**src/rtl/bsft_pkg.sv**
```systemverilog
package bsft_pkg;

    localparam int unsigned BYTE_W    = 8;
    localparam int unsigned CFG_IDX_W = 3;

    // Configuration register indexes
    localparam logic [CFG_IDX_W-1:0] CFG_FLAG      = 3'd0;
    localparam logic [CFG_IDX_W-1:0] CFG_ADDRESS   = 3'd1;
    localparam logic [CFG_IDX_W-1:0] CFG_CTRL_ZERO = 3'd2;
    localparam logic [CFG_IDX_W-1:0] CFG_CTRL_ONE  = 3'd3;
    localparam logic [CFG_IDX_W-1:0] CFG_ESCAPE    = 3'd4;
    localparam logic [CFG_IDX_W-1:0] CFG_FLAG_SUB  = 3'd5;
    localparam logic [CFG_IDX_W-1:0] CFG_ESC_SUB   = 3'd6;

    // Reset values of the configuration registers
    localparam logic [BYTE_W-1:0] RST_FLAG      = 8'd126;
    localparam logic [BYTE_W-1:0] RST_ADDRESS   = 8'd3;
    localparam logic [BYTE_W-1:0] RST_CTRL_ZERO = 8'd0;
    localparam logic [BYTE_W-1:0] RST_CTRL_ONE  = 8'd64;
    localparam logic [BYTE_W-1:0] RST_ESCAPE    = 8'd125;
    localparam logic [BYTE_W-1:0] RST_FLAG_SUB  = 8'd94;
    localparam logic [BYTE_W-1:0] RST_ESC_SUB   = 8'd93;

    typedef struct packed {
        logic [BYTE_W-1:0] payload_byte;
        logic              first_of_frame;
        logic              last_of_frame;
        logic              sequence_bit;
    } t_in_word;

    typedef struct packed {
        logic [BYTE_W-1:0] line_byte;
        logic              run_end;
        logic              frame_end;
    } t_out_word;

    typedef struct packed {
        logic [BYTE_W-1:0] flag_byte;
        logic [BYTE_W-1:0] address_byte;
        logic [BYTE_W-1:0] control_seq_zero;
        logic [BYTE_W-1:0] control_seq_one;
        logic [BYTE_W-1:0] escape_byte;
        logic [BYTE_W-1:0] flag_substitute;
        logic [BYTE_W-1:0] escape_substitute;
    } t_cfg;

    // One classified word handed from front to back
    typedef struct packed {
        logic [BYTE_W-1:0] payload;
        logic [BYTE_W-1:0] check;
        logic              open_hdr;
        logic              last;
        logic              seq;
    } t_job;

    typedef enum logic [3:0] {
        ST_BEGIN,
        ST_FLAG,
        ST_ADDR,
        ST_CTRL,
        ST_HCS,
        ST_DATA,
        ST_DATA_SUB,
        ST_CHECK,
        ST_CHECK_SUB,
        ST_CLOSE
    } t_step;

endpackage

```
**src/rtl/bsft_cfg_regs.sv**
```systemverilog
module bsft_cfg_regs (
    input  logic                          i_clk,
    input  logic                          i_rst_n,
    input  logic                          i_cfg_valid,
    input  logic [bsft_pkg::CFG_IDX_W-1:0] i_cfg_index,
    input  logic [bsft_pkg::BYTE_W-1:0]    i_cfg_data,
    output logic                          o_cfg_ready,
    output bsft_pkg::t_cfg                o_cfg
);
    import bsft_pkg::*;

    t_cfg r_cfg;

    assign o_cfg_ready = 1'b1;
    assign o_cfg       = r_cfg;

    always_ff @(posedge i_clk) begin
        if (!i_rst_n) begin
            r_cfg.flag_byte         <= RST_FLAG;
            r_cfg.address_byte      <= RST_ADDRESS;
            r_cfg.control_seq_zero  <= RST_CTRL_ZERO;
            r_cfg.control_seq_one   <= RST_CTRL_ONE;
            r_cfg.escape_byte       <= RST_ESCAPE;
            r_cfg.flag_substitute   <= RST_FLAG_SUB;
            r_cfg.escape_substitute <= RST_ESC_SUB;
        end else if (i_cfg_valid) begin
            case (i_cfg_index)
                CFG_FLAG:      r_cfg.flag_byte         <= i_cfg_data;
                CFG_ADDRESS:   r_cfg.address_byte      <= i_cfg_data;
                CFG_CTRL_ZERO: r_cfg.control_seq_zero  <= i_cfg_data;
                CFG_CTRL_ONE:  r_cfg.control_seq_one   <= i_cfg_data;
                CFG_ESCAPE:    r_cfg.escape_byte       <= i_cfg_data;
                CFG_FLAG_SUB:  r_cfg.flag_substitute   <= i_cfg_data;
                CFG_ESC_SUB:   r_cfg.escape_substitute <= i_cfg_data;
                default: begin
                end
            endcase
        end
    end

endmodule

```
**src/rtl/bsft_front.sv**
```systemverilog
module bsft_front (
    input  logic               i_clk,
    input  logic               i_rst_n,
    input  logic               i_accept,
    input  bsft_pkg::t_in_word i_word,
    output bsft_pkg::t_job     o_job
);
    import bsft_pkg::*;

    logic              r_inside;
    logic [BYTE_W-1:0] r_check;
    logic              n_inside;
    logic [BYTE_W-1:0] n_check;
    logic              open_hdr;
    logic [BYTE_W-1:0] check_sum;

    // A first mark, or any word while idle, opens a new frame and restarts the check
    always_comb begin
        open_hdr  = i_word.first_of_frame || !r_inside;
        check_sum = (open_hdr ? '0 : r_check) ^ i_word.payload_byte;

        o_job.payload  = i_word.payload_byte;
        o_job.check    = check_sum;
        o_job.open_hdr = open_hdr;
        o_job.last     = i_word.last_of_frame;
        o_job.seq      = i_word.sequence_bit;

        n_inside = !i_word.last_of_frame;
        n_check  = i_word.last_of_frame ? '0 : check_sum;
    end

    always_ff @(posedge i_clk) begin
        if (!i_rst_n) begin
            r_inside <= 1'b0;
            r_check  <= '0;
        end else if (i_accept) begin
            r_inside <= n_inside;
            r_check  <= n_check;
        end
    end

endmodule

```
**src/rtl/bsft_queue.sv**
```systemverilog
module bsft_queue #(
    parameter int unsigned DEPTH = 4
) (
    input  logic           i_clk,
    input  logic           i_rst_n,
    input  logic           i_push,
    input  bsft_pkg::t_job i_job,
    input  logic           i_pop,
    output logic           o_full,
    output logic           o_empty,
    output bsft_pkg::t_job o_head
);
    import bsft_pkg::*;

    localparam int unsigned PTR_W = (DEPTH > 1) ? $clog2(DEPTH) : 1;
    localparam int unsigned CNT_W = $clog2(DEPTH + 1);

    t_job             r_mem [DEPTH];
    logic [PTR_W-1:0] r_wr_ptr;
    logic [PTR_W-1:0] r_rd_ptr;
    logic [CNT_W-1:0] r_count;

    assign o_full  = (r_count == CNT_W'(DEPTH));
    assign o_empty = (r_count == '0);
    assign o_head  = r_mem[r_rd_ptr];

    always_ff @(posedge i_clk) begin
        if (i_push) begin
            r_mem[r_wr_ptr] <= i_job;
        end
    end

    always_ff @(posedge i_clk) begin
        if (!i_rst_n) begin
            r_wr_ptr <= '0;
            r_rd_ptr <= '0;
            r_count  <= '0;
        end else begin
            if (i_push) begin
                r_wr_ptr <= (r_wr_ptr == PTR_W'(DEPTH - 1)) ? '0 : r_wr_ptr + 1'b1;
            end
            if (i_pop) begin
                r_rd_ptr <= (r_rd_ptr == PTR_W'(DEPTH - 1)) ? '0 : r_rd_ptr + 1'b1;
            end
            case ({i_push, i_pop})
                2'b10:   r_count <= r_count + 1'b1;
                2'b01:   r_count <= r_count - 1'b1;
                default: r_count <= r_count;
            endcase
        end
    end

endmodule

```
**src/rtl/bsft_back.sv**
```systemverilog
module bsft_back (
    input  logic                i_clk,
    input  logic                i_rst_n,
    input  bsft_pkg::t_cfg      i_cfg,
    input  bsft_pkg::t_job      i_job,
    input  logic                i_empty,
    output logic                o_pop,
    output logic                o_out_valid,
    output bsft_pkg::t_out_word o_out_word,
    input  logic                i_out_stall
);
    import bsft_pkg::*;

    t_step             r_step;
    t_step             n_step;
    t_step             cur_step;
    t_step             next_step;
    logic              r_out_valid;
    t_out_word         r_out_word;
    logic              advance;
    logic              fire;
    logic              done;
    logic              frame_end;
    logic [BYTE_W-1:0] line_byte;
    logic [BYTE_W-1:0] ctrl_byte;
    logic              data_is_flag;
    logic              data_is_esc;
    logic              check_is_flag;
    logic              check_is_esc;

    assign o_out_valid = r_out_valid;
    assign o_out_word  = r_out_word;

    always_comb begin
        advance   = !r_out_valid || !i_out_stall;
        fire      = advance && !i_empty;
        ctrl_byte = i_job.seq ? i_cfg.control_seq_one : i_cfg.control_seq_zero;

        // flag wins when flag and escape registers are equal
        data_is_flag  = (i_job.payload == i_cfg.flag_byte);
        data_is_esc   = (i_job.payload == i_cfg.escape_byte);
        check_is_flag = (i_job.check == i_cfg.flag_byte);
        check_is_esc  = (i_job.check == i_cfg.escape_byte);

        if (r_step == ST_BEGIN) begin
            cur_step = i_job.open_hdr ? ST_FLAG : ST_DATA;
        end else begin
            cur_step = r_step;
        end

        line_byte = '0;
        done      = 1'b0;
        frame_end = 1'b0;
        next_step = ST_BEGIN;

        case (cur_step)
            ST_FLAG: begin
                line_byte = i_cfg.flag_byte;
                next_step = ST_ADDR;
            end
            ST_ADDR: begin
                line_byte = i_cfg.address_byte;
                next_step = ST_CTRL;
            end
            ST_CTRL: begin
                line_byte = ctrl_byte;
                next_step = ST_HCS;
            end
            ST_HCS: begin
                line_byte = i_cfg.address_byte ^ ctrl_byte;
                next_step = ST_DATA;
            end
            ST_DATA: begin
                if (data_is_flag || data_is_esc) begin
                    line_byte = i_cfg.escape_byte;
                    next_step = ST_DATA_SUB;
                end else begin
                    line_byte = i_job.payload;
                    next_step = ST_CHECK;
                    done      = !i_job.last;
                end
            end
            ST_DATA_SUB: begin
                line_byte = data_is_flag ? i_cfg.flag_substitute : i_cfg.escape_substitute;
                next_step = ST_CHECK;
                done      = !i_job.last;
            end
            ST_CHECK: begin
                if (check_is_flag || check_is_esc) begin
                    line_byte = i_cfg.escape_byte;
                    next_step = ST_CHECK_SUB;
                end else begin
                    line_byte = i_job.check;
                    next_step = ST_CLOSE;
                end
            end
            ST_CHECK_SUB: begin
                line_byte = check_is_flag ? i_cfg.flag_substitute : i_cfg.escape_substitute;
                next_step = ST_CLOSE;
            end
            ST_CLOSE: begin
                line_byte = i_cfg.flag_byte;
                frame_end = 1'b1;
                done      = 1'b1;
            end
            default: begin
                done = 1'b1;
            end
        endcase

        n_step = r_step;
        if (fire) begin
            n_step = done ? ST_BEGIN : next_step;
        end
        o_pop = fire && done;
    end

    always_ff @(posedge i_clk) begin
        if (!i_rst_n) begin
            r_step <= ST_BEGIN;
        end else begin
            r_step <= n_step;
        end
    end

    always_ff @(posedge i_clk) begin
        if (!i_rst_n) begin
            r_out_valid <= 1'b0;
        end else if (advance) begin
            r_out_valid <= !i_empty;
        end
    end

    always_ff @(posedge i_clk) begin
        if (fire) begin
            r_out_word.line_byte <= line_byte;
            r_out_word.run_end   <= done;
            r_out_word.frame_end <= frame_end;
        end
    end

endmodule

```
**src/rtl/byte_stuffed_frame_transmitter.sv**
```systemverilog
// Channel  | Handshake                  | Payload
// ---------+----------------------------+-------------------------------------
// input    | i_in_valid / o_in_stall    | i_in_data   (payload byte, marks, seq)
// output   | o_out_valid / i_out_stall  | o_out_data  (line byte, run/frame end)
// config   | i_cfg_valid / o_cfg_ready  | i_cfg_index, i_cfg_data
//
// One line byte leaves per cycle unless the output stalls or the queue is
// empty. The back sequencer emits one byte for a word's payload, four more
// when it opens a frame, one per stuffed byte, two or three for the trailer.
// Reset (synchronous, active low) closes any frame, empties the queue and
// restores the register defaults. A full queue raises o_in_stall; an output
// stall freezes the sequencer while the front keeps filling the queue.
module byte_stuffed_frame_transmitter #(
    parameter int unsigned QUEUE_DEPTH = 4
) (
    input  logic                           i_clk,
    input  logic                           i_rst_n,
    input  logic                           i_in_valid,
    input  bsft_pkg::t_in_word             i_in_data,
    output logic                           o_in_stall,
    output logic                           o_out_valid,
    output bsft_pkg::t_out_word            o_out_data,
    input  logic                           i_out_stall,
    input  logic                           i_cfg_valid,
    input  logic [bsft_pkg::CFG_IDX_W-1:0] i_cfg_index,
    input  logic [bsft_pkg::BYTE_W-1:0]    i_cfg_data,
    output logic                           o_cfg_ready
);
    import bsft_pkg::*;

    t_cfg cfg;
    t_job front_job;
    t_job head_job;
    logic in_accept;
    logic q_full;
    logic q_empty;
    logic q_pop;

    // Take a word whenever the queue has room
    assign o_in_stall = q_full;
    assign in_accept  = i_in_valid && !q_full;

    bsft_cfg_regs u_cfg (
        .i_clk       (i_clk),
        .i_rst_n     (i_rst_n),
        .i_cfg_valid (i_cfg_valid),
        .i_cfg_index (i_cfg_index),
        .i_cfg_data  (i_cfg_data),
        .o_cfg_ready (o_cfg_ready),
        .o_cfg       (cfg)
    );

    // Front: track frame state and the running check, classify each word
    bsft_front u_front (
        .i_clk    (i_clk),
        .i_rst_n  (i_rst_n),
        .i_accept (in_accept),
        .i_word   (i_in_data),
        .o_job    (front_job)
    );

    // Decouple front and back
    bsft_queue #(
        .DEPTH (QUEUE_DEPTH)
    ) u_queue (
        .i_clk   (i_clk),
        .i_rst_n (i_rst_n),
        .i_push  (in_accept),
        .i_job   (front_job),
        .i_pop   (q_pop),
        .o_full  (q_full),
        .o_empty (q_empty),
        .o_head  (head_job)
    );

    // Back: walk header, stuffed payload, trailer one byte per cycle unless stalled
    bsft_back u_back (
        .i_clk       (i_clk),
        .i_rst_n     (i_rst_n),
        .i_cfg       (cfg),
        .i_job       (head_job),
        .i_empty     (q_empty),
        .o_pop       (q_pop),
        .o_out_valid (o_out_valid),
        .o_out_word  (o_out_data),
        .i_out_stall (i_out_stall)
    );

endmodule

```
**config.mk**
```make
export PLATFORM = sky130hd
export DESIGN_NAME = byte_stuffed_frame_transmitter
export DESIGN_NICKNAME = d
export VERILOG_FILES = /design/src/rtl/bsft_pkg.sv /design/src/rtl/bsft_cfg_regs.sv /design/src/rtl/bsft_front.sv /design/src/rtl/bsft_queue.sv /design/src/rtl/bsft_back.sv /design/src/rtl/byte_stuffed_frame_transmitter.sv
export SDC_FILE = /design/constraint.sdc
export NUM_CORES = 1
export LEC_CHECK = 0
export BUFFER_PORTS_ARGS = -buffer_cell sky130_fd_sc_hd__buf_2
export CAP_MARGIN = 20
export CORE_AREA = 2 2 140 142
export CTS_BUF_LIST = sky130_fd_sc_hd__clkbuf_2 sky130_fd_sc_hd__clkbuf_4 sky130_fd_sc_hd__clkbuf_8
export DETAILED_ROUTE_END_ITERATION = 7
export DIE_AREA = 0 0 142 144
export GPL_TIMING_DRIVEN = 0
export PLACE_DENSITY_LB_ADDON = 0.1
export SYNTH_ARGS = -nofsm -noshare
export SYNTH_HDL_FRONTEND = slang
export SYNTH_SLANG_ARGS = --single-unit
```
**constraint.sdc**
```tcl
create_clock -name i_clk -period 3.95 [get_ports i_clk]
set_input_delay 0.395 -clock i_clk [delete_from_list [all_inputs] [get_ports i_clk]]
set_output_delay 0.395 -clock i_clk [all_outputs]
set_load 0.1 [all_outputs]
```
==> impl_metrics.ini <==
[status]
outcome = completed

[floorplan]
start_util_pct = 39.3
die_w_um = 142
fp-row-count = 51
coreArea_um2 = 19100
die_h_um = 144
dieArea_um2 = 20400
ios = 40

[synth]
synth.distinct_cells = 53
ys_ff_latch = 165
syn_area_um2 = 7490
synth-edff-count = 86
avgSynthCellArea_um2 = 11.1
ys_seq_area_share_pct = 55.6
syn_nets = 710
ys.flop_type = edfxtp_1
ys_warn_count = 0
async_flop_share_pct = 0
postSynthCellCount = 676

[global_routing]
grt_start_max_net_pins = 20
grt_first_pass_wirelength_um = 30000
antenna_found_initial = 0
grt_use_met3_pct = 4.83
grt_busiest_layer = met2
globalRouteOverflowTotal = 0
grtUsageTotal_pct = 20.1
use_met1_pct = 26.0
first_global_vias = 5132
gr-usage-met2_pct = 33.1

[timing]
slew_headroom_pct = 27.3
setup_violations = 0
worst-slew-pin-transition_ps = 1090
finalHoldViolCount = 0
skew_ps = 15.6
tns_ps = 0
fin_crit_sh_pct = 92.9
layout_setup_ws_ps = 280
final_max_slew_viol_count = 0
fin_crit_ps = 3670
fmax_mhz = 273

[worst_setup_path]
worst-path-buf-inv = 4
crit_path_max_fanout = 10
cpMaxStageDelayCell = mux4_2
worstRegToRegCells = 15
r2r_setup_slack_ps = 280
worstSetupEndpoint = u_queue.r_count[2]
cp.required_ps = 4340
critPathMaxStageDelay_ps = 590
path_depth = 15
critPathTopFamily = simple AND/OR/NAND/NOR gates
path_cells = buf_6, buf_8, mux4_2, nor2_1, o21ai_1, nor2_2, o21ai_0, a31oi_2, buf_4, ha_1, inv_1, fa_1, xor2_1, or3_1, a21boi_0
end_kind = flip-flop
r2r-end = u_queue.r_count[2]
crit_type = flip-flop to flip-flop
worstSetupStartpointType = flip-flop
cp.arrival_ps = 4060

[cts]
cts_tree = built
cts.sinks = 165
h-tree-depth = 4
cts_hold_buf = 0
clockBufferDepth = 2
cts-buffers-inserted = 17
clockRootBuffer = clkbuf_8
clk_latency_ps = 470
clk_pin_slew_ps = 100

[route]
antenna_left = 0
via_per_inst = 5.34
drc = 0
vias = 5283
routedWlPerCell_um = 19.8
wirelength_um = 19600
dr.pass1.iters = 7
drt_iter0_drc = 406

[power]
switching_share_pct = 36.1
power_mw = 4.28
power.share.clock_pct = 28.1
powerDensity_nw_per_um2 = 506
vdd_drop_max_uv = 220
power.internal_mw = 2.73
p_comb_share_pct = 25.4
p_leak_nw = 3.05
p_sw_mw = 1.54
power_frac_seq_pct = 46.5

[placement]
gp_congestion = 0.877
numPortBuffers = 37
dp_slack_ps = -14.3
dp_cells = 951
post-dp-hpwl_um = 13900

[layout]
n_antenna_cell = 0
area_growth_pct = 12.7
drive_gt1_share_pct = 15.3
final_common_cell = nand2_1
instances_no_fill = 990
nNetsFinal = 773
layout_common_cells = nand2_1 (153), edfxtp_1 (86), dfxtp_1 (79), buf_2 (38), xnor2_1 (36)

[hold_path]
hp-class = input port to flip-flop

[run]
cap_violations = 0
==> how the worst min path moves through the flow <==
| stage | startpoint | to | slack (ps) | cells after the start |
|---|---|---|---|---|
| 2_1_floorplan | u_cfg.o_cfg[30] | u_cfg.o_cfg[30] | 440 | 2 |
| 5_1_grt | i_in_data[0] | u_queue.r_mem[0][0] | 120 | 1 |
| 3_3_place_gp | u_cfg.o_cfg[30] | u_cfg.o_cfg[30] | 450 | 2 |
| 4_1_cts | i_in_data[0] | u_queue.r_mem[3][0] | 110 | 1 |
| 3_5_place_dp | u_cfg.o_cfg[31] | u_cfg.o_cfg[31] | 460 | 2 |
| 6_report | i_in_data[0] | u_queue.r_mem[3][0] | 150 | 1 |
==> worst reg2reg max path, cell delays in order, from the launching register on <==
cell      delay (ps)
dfxtp_1          340
buf_6            190
buf_8            190
mux4_2           600
nor2_1           120
o21ai_1          150
nor2_2           240
o21ai_0          140
a31oi_2          180
buf_4            170
ha_1             190
inv_1             70
fa_1             380
xor2_1           160
or3_1            300
a21boi_0         170
==> layout make-up <==
type,count,area (µm²)
fill,1792,10600
sequential,165,4160
multi-input combinational,472,3150
tap,238,298
timing repair buffer,44,258
clock buffer,17,234
clock inverter,15,155
buffer,28,141
inverter,11,41.3
==> registers in the layout (all words and copies together), names as in the netlist, named ones only <==
signal	cells
u_queue.r_wr_ptr	2
u_queue.r_mem	76
u_queue.r_rd_ptr	2
u_front.r_check	8
u_queue.r_count	3
u_cfg.o_cfg	56
u_front.r_inside	1
u_back.o_out_valid	1
u_back.o_out_word	10
u_back.r_step	4
==> cell usage after synthesis, types with 8 or more instances <==
| library cell | number | share of area [%] |
|---|---|---|
| clkbuf_1 | 19 | 0.95 |
| a21boi_0 | 34 | 3.4 |
| a221oi_1 | 8 | 0.94 |
| a21oi_1 | 8 | 0.53 |
| xnor2_1 | 36 | 4.2 |
| nor3_1 | 8 | 0.53 |
| mux4_2 | 18 | 5.4 |
| a22oi_1 | 16 | 1.6 |
| nand2_1 | 153 | 7.7 |
| nand3_1 | 33 | 2.2 |
| nor2b_1 | 16 | 1.3 |
| and3_1 | 8 | 0.67 |
| o21ai_0 | 23 | 1.5 |
| edfxtp_1 | 86 | 34 |
| dfxtp_1 | 79 | 21 |
| mux2i_1 | 16 | 2.1 |
| inv_1 | 10 | 0.50 |
| nor2_1 | 24 | 1.2 |
==> layer usage <==
| metal | wire (µm) | part of all wire, % |
|---|---|---|
| met2 | 9270 | 47 |
| met1 | 8960 | 46 |
| met4 | 390 | 2.0 |
| met3 | 983 | 5.0 |
| met5 | 0 | 0 |
==> power groups by stage <==
stage          combinational [mW]  clock, mW  sequential, mW
5_1_grt                      1.17       1.30            2.00
2_1_floorplan               0.527          0            2.28
3_5_place_dp                 1.06          0            2.03
4_1_cts                      1.07       1.23            1.99
3_3_place_gp                 1.05          0            2.02
6_report                     1.09       1.20            1.99
==> what timing repair did <==
item                                    4_1_cts  5_1_grt
gates resized for setup                       0        3
setup buffers                                 2        3
endpoints found under the setup margin        1        1
pin swaps                                     0        1
==> through the flow <==
stage                     utilization (%)  area [µm²]  hold WS [ps]
final                                44.3        8440           151
after global routing                 44.3        8440           124
after CTS                            43.9        8380           115
after detailed placement             41.8        7970           457
after global placement               41.8        7970           446
after floorplan                         -        7490           435
==> kinds of logic after synthesis <==
family                   share of synthesized area, %
buffers and inverters                            2.36
multiplexers                                     9.56
other                                          0.0501
adder cells (fa/ha/maj)                          1.27
flip-flops                                       55.6
XOR/XNOR                                         5.03
AND/OR/NAND/NOR                                  15.7
AO/OA/AOI/OAI                                    10.5
Note: power is estimated with default switching activity, not from simulation.
